File: config.mk
export PLATFORM = sky130hd
export DESIGN_NAME = key_matrix_debouncer
export DESIGN_NICKNAME = d
export VERILOG_FILES = /design/src/rtl/core/kmd_pkg.sv /design/src/rtl/core/key_matrix_debouncer.sv
export SDC_FILE = /design/constraint.sdc
export NUM_CORES = 1
export LEC_CHECK = 0
export ABC_AREA = 1
export BUFFER_PORTS_ARGS = -buffer_cell sky130_fd_sc_hd__buf_2
export CORE_UTILIZATION = 57
export CTS_BUF_LIST = sky130_fd_sc_hd__clkbuf_4
export DETAILED_ROUTE_END_ITERATION = 10
export MAX_ROUTING_LAYER = met4
export PLACE_DENSITY = 0.83
export RECOVER_POWER = 50
export SYNTH_ARGS = -nofsm -noshare
export SYNTH_HDL_FRONTEND = slang
export SYNTH_SLANG_ARGS = --single-unit
File: constraint.sdc
create_clock -name i_clk -period 4.9 [get_ports i_clk]
set_clock_uncertainty 0.2 [all_clocks]
set_input_delay 0.98 -clock i_clk [delete_from_list [all_inputs] [get_ports i_clk]]
set_output_delay 0.98 -clock i_clk [all_outputs]
set_load 0.01 [all_outputs]
File: src/rtl/core/kmd_pkg.sv
`timescale 1ns / 1ps
// kmd_pkg: shared types and constants of the key matrix debouncer.
// No dependencies.
package kmd_pkg;

    localparam int unsigned TIME_W   = 32;
    localparam int unsigned KEY_MAX  = 8;
    localparam int unsigned DEB_W    = 16;
    localparam logic [DEB_W-1:0] DEB_RESET = 16'd20;

    // register word index on the APB port
    localparam logic REG_DEBOUNCE = 1'b0;

    // per-key state entry held in the key memory
    typedef struct packed {
        logic              raw;
        logic              stable;
        logic [TIME_W-1:0] last_change;
    } t_key_entry;

endpackage

File: src/rtl/core/key_matrix_debouncer.sv
`timescale 1ns / 1ps
// key_matrix_debouncer: debounced scan of a ROWS x COLS key matrix.
// Depends on kmd_pkg.
//
// Each request on the slave stream is one scan pass (time stamp in ms and the
// active-low key levels); each pass gives exactly one result with the press-edge
// and the debounced pressed bitmaps. Per-key state (raw level, stable level,
// time of last raw change) sits in a small synchronous memory that is walked
// one key per cycle unless a waiting result stalls it. The next pass is accepted
// at the edge that issues the last key of the previous one, so passes follow
// with no idle cycle; a result is loaded into the output register when the
// last key of its pass is written back. Results are held in that register, so
// scanning goes on while a result waits to be taken, until the next pass
// reaches its last key. After reset all keys are released with a change time
// of zero and the debounce time is 20 ms.
module key_matrix_debouncer
    import kmd_pkg::*;
#(
    parameter int unsigned ROWS = 2,
    parameter int unsigned COLS = 4
) (
    input  logic        i_clk,
    input  logic        i_rst_n,
    input  logic        s_axis_tvalid,
    output logic        s_axis_tready,
    input  logic [39:0] s_axis_tdata,   // [31:0] now_ms, [39:32] key_levels
    output logic        m_axis_tvalid,
    input  logic        m_axis_tready,
    output logic [15:0] m_axis_tdata,   // [7:0] press_edges, [15:8] stable_pressed
    input  logic        psel,
    input  logic        penable,
    input  logic        pwrite,
    input  logic [2:0]  paddr,
    input  logic [31:0] pwdata,
    output logic [31:0] prdata,
    output logic        pready
);

    localparam int unsigned NKEYS = (ROWS * COLS > KEY_MAX) ? KEY_MAX : ROWS * COLS;
    localparam int unsigned KW    = (NKEYS > 1) ? $clog2(NKEYS) : 1;
    localparam logic [KW-1:0] LAST_KEY = KW'(NKEYS - 1);

    typedef struct packed {
        logic              valid;
        logic              last;
        logic [KW-1:0]     key;
        logic              pressed;
        logic [TIME_W-1:0] now;
    } t_stage;

    // configuration
    logic [DEB_W-1:0] r_debounce;

    assign pready = 1'b1;
    assign prdata = (paddr[2] == REG_DEBOUNCE) ? {16'd0, r_debounce} : 32'd0;

    always_ff @(posedge i_clk) begin
        if (!i_rst_n) begin
            r_debounce <= DEB_RESET;
        end else if (psel && penable && pwrite && pready && paddr[2] == REG_DEBOUNCE) begin
            r_debounce <= pwdata[DEB_W-1:0];
        end
    end

    // issue stage
    logic              r_busy;
    logic [KW-1:0]     r_key;
    logic [TIME_W-1:0] r_now;
    logic [NKEYS-1:0]  r_levels;
    t_stage            r_s1;
    logic              stall;
    logic              issue;
    logic              take;

    // output register
    logic        r_ovalid;
    logic [7:0]  r_oedges;
    logic [7:0]  r_ostable;
    logic [7:0]  r_acc_edges;
    logic [7:0]  r_acc_stable;

    assign stall = r_s1.valid && r_s1.last && r_ovalid && !m_axis_tready;
    assign issue = r_busy && !stall;
    assign s_axis_tready = !r_busy || (r_key == LAST_KEY && !stall);
    assign take = s_axis_tvalid && s_axis_tready;

    always_ff @(posedge i_clk) begin
        if (!i_rst_n) begin
            r_busy <= 1'b0;
            r_key  <= '0;
        end else if (take) begin
            r_busy <= 1'b1;
            r_key  <= '0;
        end else if (issue) begin
            if (r_key == LAST_KEY) begin
                r_busy <= 1'b0;
            end
            r_key <= r_key + KW'(1);
        end
    end

    always_ff @(posedge i_clk) begin
        if (take) begin
            r_now    <= s_axis_tdata[TIME_W-1:0];
            r_levels <= s_axis_tdata[TIME_W +: NKEYS];
        end
    end

    always_ff @(posedge i_clk) begin
        if (!i_rst_n) begin
            r_s1.valid <= 1'b0;
        end else if (!stall) begin
            r_s1.valid <= r_busy;
        end
        if (issue) begin
            r_s1.last    <= (r_key == LAST_KEY);
            r_s1.key     <= r_key;
            r_s1.pressed <= ~r_levels[r_key];
            r_s1.now     <= r_now;
        end
    end

    // key state memory, write-first forwarding on a same-key overlap
    t_key_entry       r_mem [NKEYS];
    logic [NKEYS-1:0] r_vld;
    t_key_entry       r_rd;
    logic             r_rd_vld;
    logic             wr_en;
    t_key_entry       wr_data;
    logic             same;

    assign wr_en = r_s1.valid && !stall;
    assign same  = wr_en && (r_s1.key == r_key);

    always_ff @(posedge i_clk) begin
        if (wr_en) begin
            r_mem[r_s1.key] <= wr_data;
        end
        if (issue) begin
            r_rd <= same ? wr_data : r_mem[r_key];
        end
    end

    always_ff @(posedge i_clk) begin
        if (!i_rst_n) begin
            r_vld    <= '0;
            r_rd_vld <= 1'b0;
        end else begin
            if (wr_en) begin
                r_vld[r_s1.key] <= 1'b1;
            end
            if (issue) begin
                r_rd_vld <= r_vld[r_key] || same;
            end
        end
    end

    // per-key update
    t_key_entry        cur;
    logic [TIME_W-1:0] n_last;
    logic [TIME_W-1:0] age;
    logic              settle;
    logic              n_stable;
    logic              edge_hit;
    logic [7:0]        n_acc_edges;
    logic [7:0]        n_acc_stable;

    always_comb begin
        cur      = r_rd_vld ? r_rd : '0;
        n_last   = (r_s1.pressed != cur.raw) ? r_s1.now : cur.last_change;
        age      = r_s1.now - n_last;
        settle   = age >= {16'd0, r_debounce};
        n_stable = settle ? r_s1.pressed : cur.stable;
        edge_hit = settle && r_s1.pressed && !cur.stable;
        wr_data.raw         = r_s1.pressed;
        wr_data.stable      = n_stable;
        wr_data.last_change = n_last;
        n_acc_edges  = ((r_s1.key == '0) ? 8'd0 : r_acc_edges)
                       | (8'(edge_hit) << r_s1.key);
        n_acc_stable = ((r_s1.key == '0) ? 8'd0 : r_acc_stable)
                       | (8'(n_stable) << r_s1.key);
    end

    always_ff @(posedge i_clk) begin
        if (wr_en) begin
            r_acc_edges  <= n_acc_edges;
            r_acc_stable <= n_acc_stable;
        end
    end

    always_ff @(posedge i_clk) begin
        if (!i_rst_n) begin
            r_ovalid <= 1'b0;
        end else if (wr_en && r_s1.last) begin
            r_ovalid <= 1'b1;
        end else if (m_axis_tready) begin
            r_ovalid <= 1'b0;
        end
    end

    always_ff @(posedge i_clk) begin
        if (wr_en && r_s1.last) begin
            r_oedges  <= n_acc_edges;
            r_ostable <= n_acc_stable;
        end
    end

    assign m_axis_tvalid = r_ovalid;
    assign m_axis_tdata  = {r_ostable, r_oedges};

endmodule
==> results_tabular.tex <==
\begin{tabular}{lr}
\hline
Metric & Value \\
\hline
\multicolumn{2}{l}{\textbf{Status}} \\
\quad Outcome & complete, no violations \\
\multicolumn{2}{l}{\textbf{Global route}} \\
\quad Highest-utilization routing layer at the global route stage & met2 \\
\quad GRT Overall Usage & 28.2\% \\
\quad Sum of overflow across all layers after global routing & 0 \\
\quad Initial antenna violation count & 3 \\
\quad Global-route met3 utilization & 5.34\% \\
\quad First-pass GRT wire length & 75500 µm \\
\quad Largest net degree at the start of global routing & 119 \\
\quad GR Util met1 & 35.8\% \\
\quad Via count of the first global-routing pass & 14400 \\
\quad Met2 Usage GRT & 45.1\% \\
\multicolumn{2}{l}{\textbf{Critical path}} \\
\quad Start point of the critical path & r\_s1[32]\$\_DFFE\_PP\_ \\
\quad CP max-delay cell & sky130\_fd\_sc\_hd\_\_edfxtp\_1 \\
\quad Worst EP required & 5.29 ns \\
\quad Max incr delay on CP & 0.52 ns \\
\quad Critical path endpoint category & register \\
\quad Data arrival at the endpoint of the critical path & 5.08 ns \\
\quad Gate family responsible for the most delay along the worst path & simple AND/OR/NAND/NOR gates \\
\quad Critical path class & reg2reg \\
\quad Critical path launch point type & register \\
\quad RR Startpoint & r\_s1[32]\$\_DFFE\_PP\_ \\
\quad Highest fanout seen on the critical path & 14 \\
\quad Critical path, cell by cell & inv\_2 -> nand3\_4 -> nand2\_2 -> nor2\_2 -> buf\_6 -> buf\_4 -> a22oi\_1 -> ha\_1 -> nand2\_1 -> nor2\_1 -> a21oi\_1 -> nor2\_1 -> nor3\_1 -> nand3\_1 -> nand2\_1 -> inv\_1 -> nand2\_1 -> nor2\_1 -> nand2\_1 -> nor2\_2 -> nor2\_2 -> nand4\_1 -> nand2\_1 \\
\quad Sum of buffers and inverters on the critical path & 4 \\
\quad Cell repeated most along the worst path & sky130\_fd\_sc\_hd\_\_nand2\_1 \\
\multicolumn{2}{l}{\textbf{Die}} \\
\quad Width of the die & 191 µm \\
\quad Floorplan Core Area & 0.0347 mm² \\
\quad Height of the die & 191 µm \\
\quad Io pins & 133 \\
\quad Number of rows created at floorplan & 68 \\
\quad Starting utilization of the core area & 58.4\% \\
\quad Die area & 0.0363 mm² \\
\multicolumn{2}{l}{\textbf{Synth}} \\
\quad Top\_reg\_cell synth & sky130\_fd\_sc\_hd\_\_edfxtp\_1 \\
\quad Cell area after synthesis & 0.0203 mm² \\
\quad Post-synth top area share & 61.5\% \\
\quad Number of synthesized register bits & 446 \\
\quad Mean post-synth cell area & 10.6 µm² \\
\quad Number of synthesized flops with an enable pin & 415 \\
\quad Synthesis Warnings & 0 \\
\quad Count of cell types in the netlist & 47 \\
\quad Post-synthesis cell count & 1905 \\
\quad Async SR Flop Fraction & 0\% \\
\quad Largest area contributor in the synthesized netlist & sky130\_fd\_sc\_hd\_\_edfxtp\_1 \\
\quad Largest cells by area after synthesis & sky130\_fd\_sc\_hd\_\_edfxtp\_1 62\%, sky130\_fd\_sc\_hd\_\_nand2\_1 5.4\%, sky130\_fd\_sc\_hd\_\_o21ai\_0 5.1\% \\
\quad Proportion of synthesized chip area in sequential cells & 64.6\% \\
\multicolumn{2}{l}{\textbf{Placed design}} \\
\quad Standard cell area after detailed placement & 0.0213 mm² \\
\quad Instance count after placement with tap cells included & 2414 \\
\quad Detailed Place HPWL & 31300 µm \\
\quad Final estimated routing congestion in global placement & 0.945 \\
\quad Placement Setup Slack & -0.0532 ns \\
\quad Port buffer count & 97 \\
\multicolumn{2}{l}{\textbf{Min path}} \\
\quad Hold Path Class & in2reg \\
\quad Hold path start & s\_axis\_tdata[10] \\
\multicolumn{2}{l}{\textbf{STA}} \\
\quad Period utilisation layout & 95.6\% \\
\quad Relative slew slack & 2.66\% \\
\quad Worst setup margin & 0.214 ns \\
\quad Tightest Pin Transition & 1.44 ns \\
\quad Shortest clock period the worst path allows after layout & 4.69 ns \\
\quad Count of final hold-check violations & 0 \\
\quad Highest clock rate & 213 MHz \\
\quad Final-report setup violation count & 0 \\
\quad Max-slew violations & 0 \\
\multicolumn{2}{l}{\textbf{Final layout}} \\
\quad Final net count & 2200 \\
\quad Number of cells in the finished layout apart from fillers & 2618 \\
\quad Synthesis-to-layout area growth & 12.6\% \\
\quad Share of cells above drive strength 1 & 17.6\% \\
\quad Final core utilization & 65.7\% \\
\quad Fillers & 2523 \\
\quad Final std cell area, no fill & 0.0228 mm² \\
\multicolumn{2}{l}{\textbf{Job}} \\
\quad Maximum capacitance violations & 0 \\
\multicolumn{2}{l}{\textbf{Drt}} \\
\quad Total wire length & 49900 µm \\
\quad Violation count after the first detailed-routing iteration & 1750 \\
\quad Vias per cell & 5.84 \\
\quad Detailed-routing iteration count for the pre-antenna-repair pass & 6 \\
\quad Detailed-route via count & 15300 \\
\quad Wire length per cell & 19.1 µm \\
\quad Antenna viol nets, final & 0 \\
\quad DRC violations left & 0 \\
\multicolumn{2}{l}{\textbf{Pwr}} \\
\quad IR Drop Worst-Case VDD & 0.000181 V \\
\quad Lkg Pwr & 0.00903 µW \\
\quad Power Density & 372 mW/mm² \\
\quad Total power & 8480 µW \\
\multicolumn{2}{l}{\textbf{Clock tree}} \\
\quad Total clock buffers created by CTS & 106 \\
\quad Clock sink total & 446 \\
\quad Insertion delay of the later-clocked pin in the worst-skew pair & 0.80 ns \\
\quad Clk slew on worst S/H paths & 0.08 ns \\
\quad CTS tree & done \\
\quad CTS H-tree depth & 3 \\
\quad Root buffer selected by CTS & sky130\_fd\_sc\_hd\_\_clkbuf\_4 \\
\quad Maximum number of buffers from clock root to sink & 3 \\
\hline
\end{tabular}
[cell usage in the layout (no fill, tap or decap), types with 6 or more instances in the layout]
master	instances
sky130_fd_sc_hd__nand4_1	27
sky130_fd_sc_hd__nand2_2	19
sky130_fd_sc_hd__nor3_1	12
sky130_fd_sc_hd__o221ai_1	7
sky130_fd_sc_hd__a31oi_1	6
sky130_fd_sc_hd__nor2_1	263
sky130_fd_sc_hd__clkbuf_4	158
sky130_fd_sc_hd__inv_1	164
sky130_fd_sc_hd__buf_2	92
sky130_fd_sc_hd__dfxtp_1	30
sky130_fd_sc_hd__o22ai_1	84
sky130_fd_sc_hd__ha_1	39
sky130_fd_sc_hd__o21ai_1	7
sky130_fd_sc_hd__xor2_1	11
sky130_fd_sc_hd__a21oi_1	66
sky130_fd_sc_hd__inv_2	7
sky130_fd_sc_hd__o21a_1	9
sky130_fd_sc_hd__nor2_2	6
sky130_fd_sc_hd__xnor2_1	6
sky130_fd_sc_hd__o21ai_0	207
sky130_fd_sc_hd__nand3_1	54
sky130_fd_sc_hd__buf_4	48
sky130_fd_sc_hd__clkinv_1	26
sky130_fd_sc_hd__nand4_2	9
sky130_fd_sc_hd__conb_1	17
sky130_fd_sc_hd__a22oi_1	19
sky130_fd_sc_hd__nand2_1	288
sky130_fd_sc_hd__nor2_4	14
sky130_fd_sc_hd__clkbuf_1	6
sky130_fd_sc_hd__edfxtp_1	415
[layer usage]
layer / up-vias / part of all wire [%]
met2: 887 / 48
met4: 0 / 2.6
li1: 7094 / -
met1: 7178 / 39
met3: 118 / 10
met5: - / 0
[logic make-up (layout without fill, tap and decap cells)]
| group | after synthesis | count (layout) | share of synthesized area, % |
|---|---|---|---|
| AOI/OAI and AO/OA | 418 | 418 | 11.5 |
| xor gates and xnor gates | 17 | 17 | 0.735 |
| adders and majority gates | 39 | 39 | 2.41 |
| buffers and inverters | 275 | 515 | 5.65 |
| DFF | 446 | 446 | 64.6 |
| other | 2 | 19 | 0.0371 |
| and+or+nand+nor | 708 | 709 | 15.1 |
[sequential cells by signal, summed over array words and instances (netlist names)]
register       cells
r_mem            272
r_s1              38
r_rd              34
r_now             32
r_debounce        16
r_acc_edges        8
r_acc_stable       8
r_levels           8
r_oedges           8
r_ostable          8
r_vld              8
r_key              3
m_axis_tvalid      1
r_busy             1
r_rd_vld           1
[through the flow]
step	TNS, ns	hold slack [ns]
floorplan	0	0.200
global placement	0	0.202
detailed placement	-0.593	0.205
CTS	0	0.110
global route	-0.110	0.113
finish	0	0.171
[where the power goes]
part,leakage (µW),internal (µW),switching [µW],total (µW)
Combinational,0.00412,345,749,1090
Sequential,0.00409,4310,50.5,4360
Clock,0.000819,1580,1440,3020
[final cells by class]
class | instances | area [µm²] | share of cell area (%)
Antenna cell | 2 | 5.00 | 0.0219
Clock inverter | 32 | 195 | 0.856
Timing Repair Buffer | 150 | 906 | 3.97
Clock buffer | 158 | 1190 | 5.20
Inverter | 175 | 658 | 2.89
Tap cell | 455 | 569 | 2.50
Multi-Input combinational cell | 1200 | 6210 | 27.2
Sequential cell | 446 | 13100 | 57.4
[cell usage after synthesis (3+ instances only)]
cell type                    n
sky130_fd_sc_hd__edfxtp_1  415
sky130_fd_sc_hd__nand2_1   291
sky130_fd_sc_hd__nor2_1    275
sky130_fd_sc_hd__o21ai_0   208
sky130_fd_sc_hd__inv_1     164
sky130_fd_sc_hd__o22ai_1    84
sky130_fd_sc_hd__clkbuf_1   71
sky130_fd_sc_hd__a21oi_1    66
sky130_fd_sc_hd__nand3_1    55
sky130_fd_sc_hd__ha_1       39
sky130_fd_sc_hd__dfxtp_1    31
sky130_fd_sc_hd__nand4_1    27
sky130_fd_sc_hd__a22oi_1    19
sky130_fd_sc_hd__buf_4      19
sky130_fd_sc_hd__nand2_2    16
sky130_fd_sc_hd__nor3_1     12
sky130_fd_sc_hd__xor2_1     11
sky130_fd_sc_hd__nand4_2     9
sky130_fd_sc_hd__o21a_1      9
sky130_fd_sc_hd__inv_2       7
sky130_fd_sc_hd__o21ai_1     7
sky130_fd_sc_hd__o221ai_1    7
sky130_fd_sc_hd__a31oi_1     6
sky130_fd_sc_hd__xnor2_1     6
sky130_fd_sc_hd__buf_6       5
sky130_fd_sc_hd__nor2_2      5
sky130_fd_sc_hd__clkinv_1    4
sky130_fd_sc_hd__o21bai_1    4
sky130_fd_sc_hd__buf_1       3
sky130_fd_sc_hd__nor2_4      3
sky130_fd_sc_hd__nor4_1      3
sky130_fd_sc_hd__o211ai_1    3
[path summary, 6_finish.rpt]
path | endpoint | slack, ns | cells after the start
setup / recovery | r_oedges[7]$_DFFE_PP_ | 0.21 | 23
hold / removal | r_now[10]$_DFFE_PP_ | 0.17 | 1
setup reg to reg | r_oedges[7]$_DFFE_PP_ | 0.21 | 23
hold reg to reg | r_s1[23]$_DFFE_PP_ | 0.20 | 0
[timing repair]
action                     in CTS  in global routing
hold buffers                    0                  0
buffers inserted                0                 11
resized for setup               1                 11
gates cloned                    0                  1
pin swaps                       0                  5
setup endpoints to repair      33                 41
No activity file was read; power rests on OpenSTA's default activity.
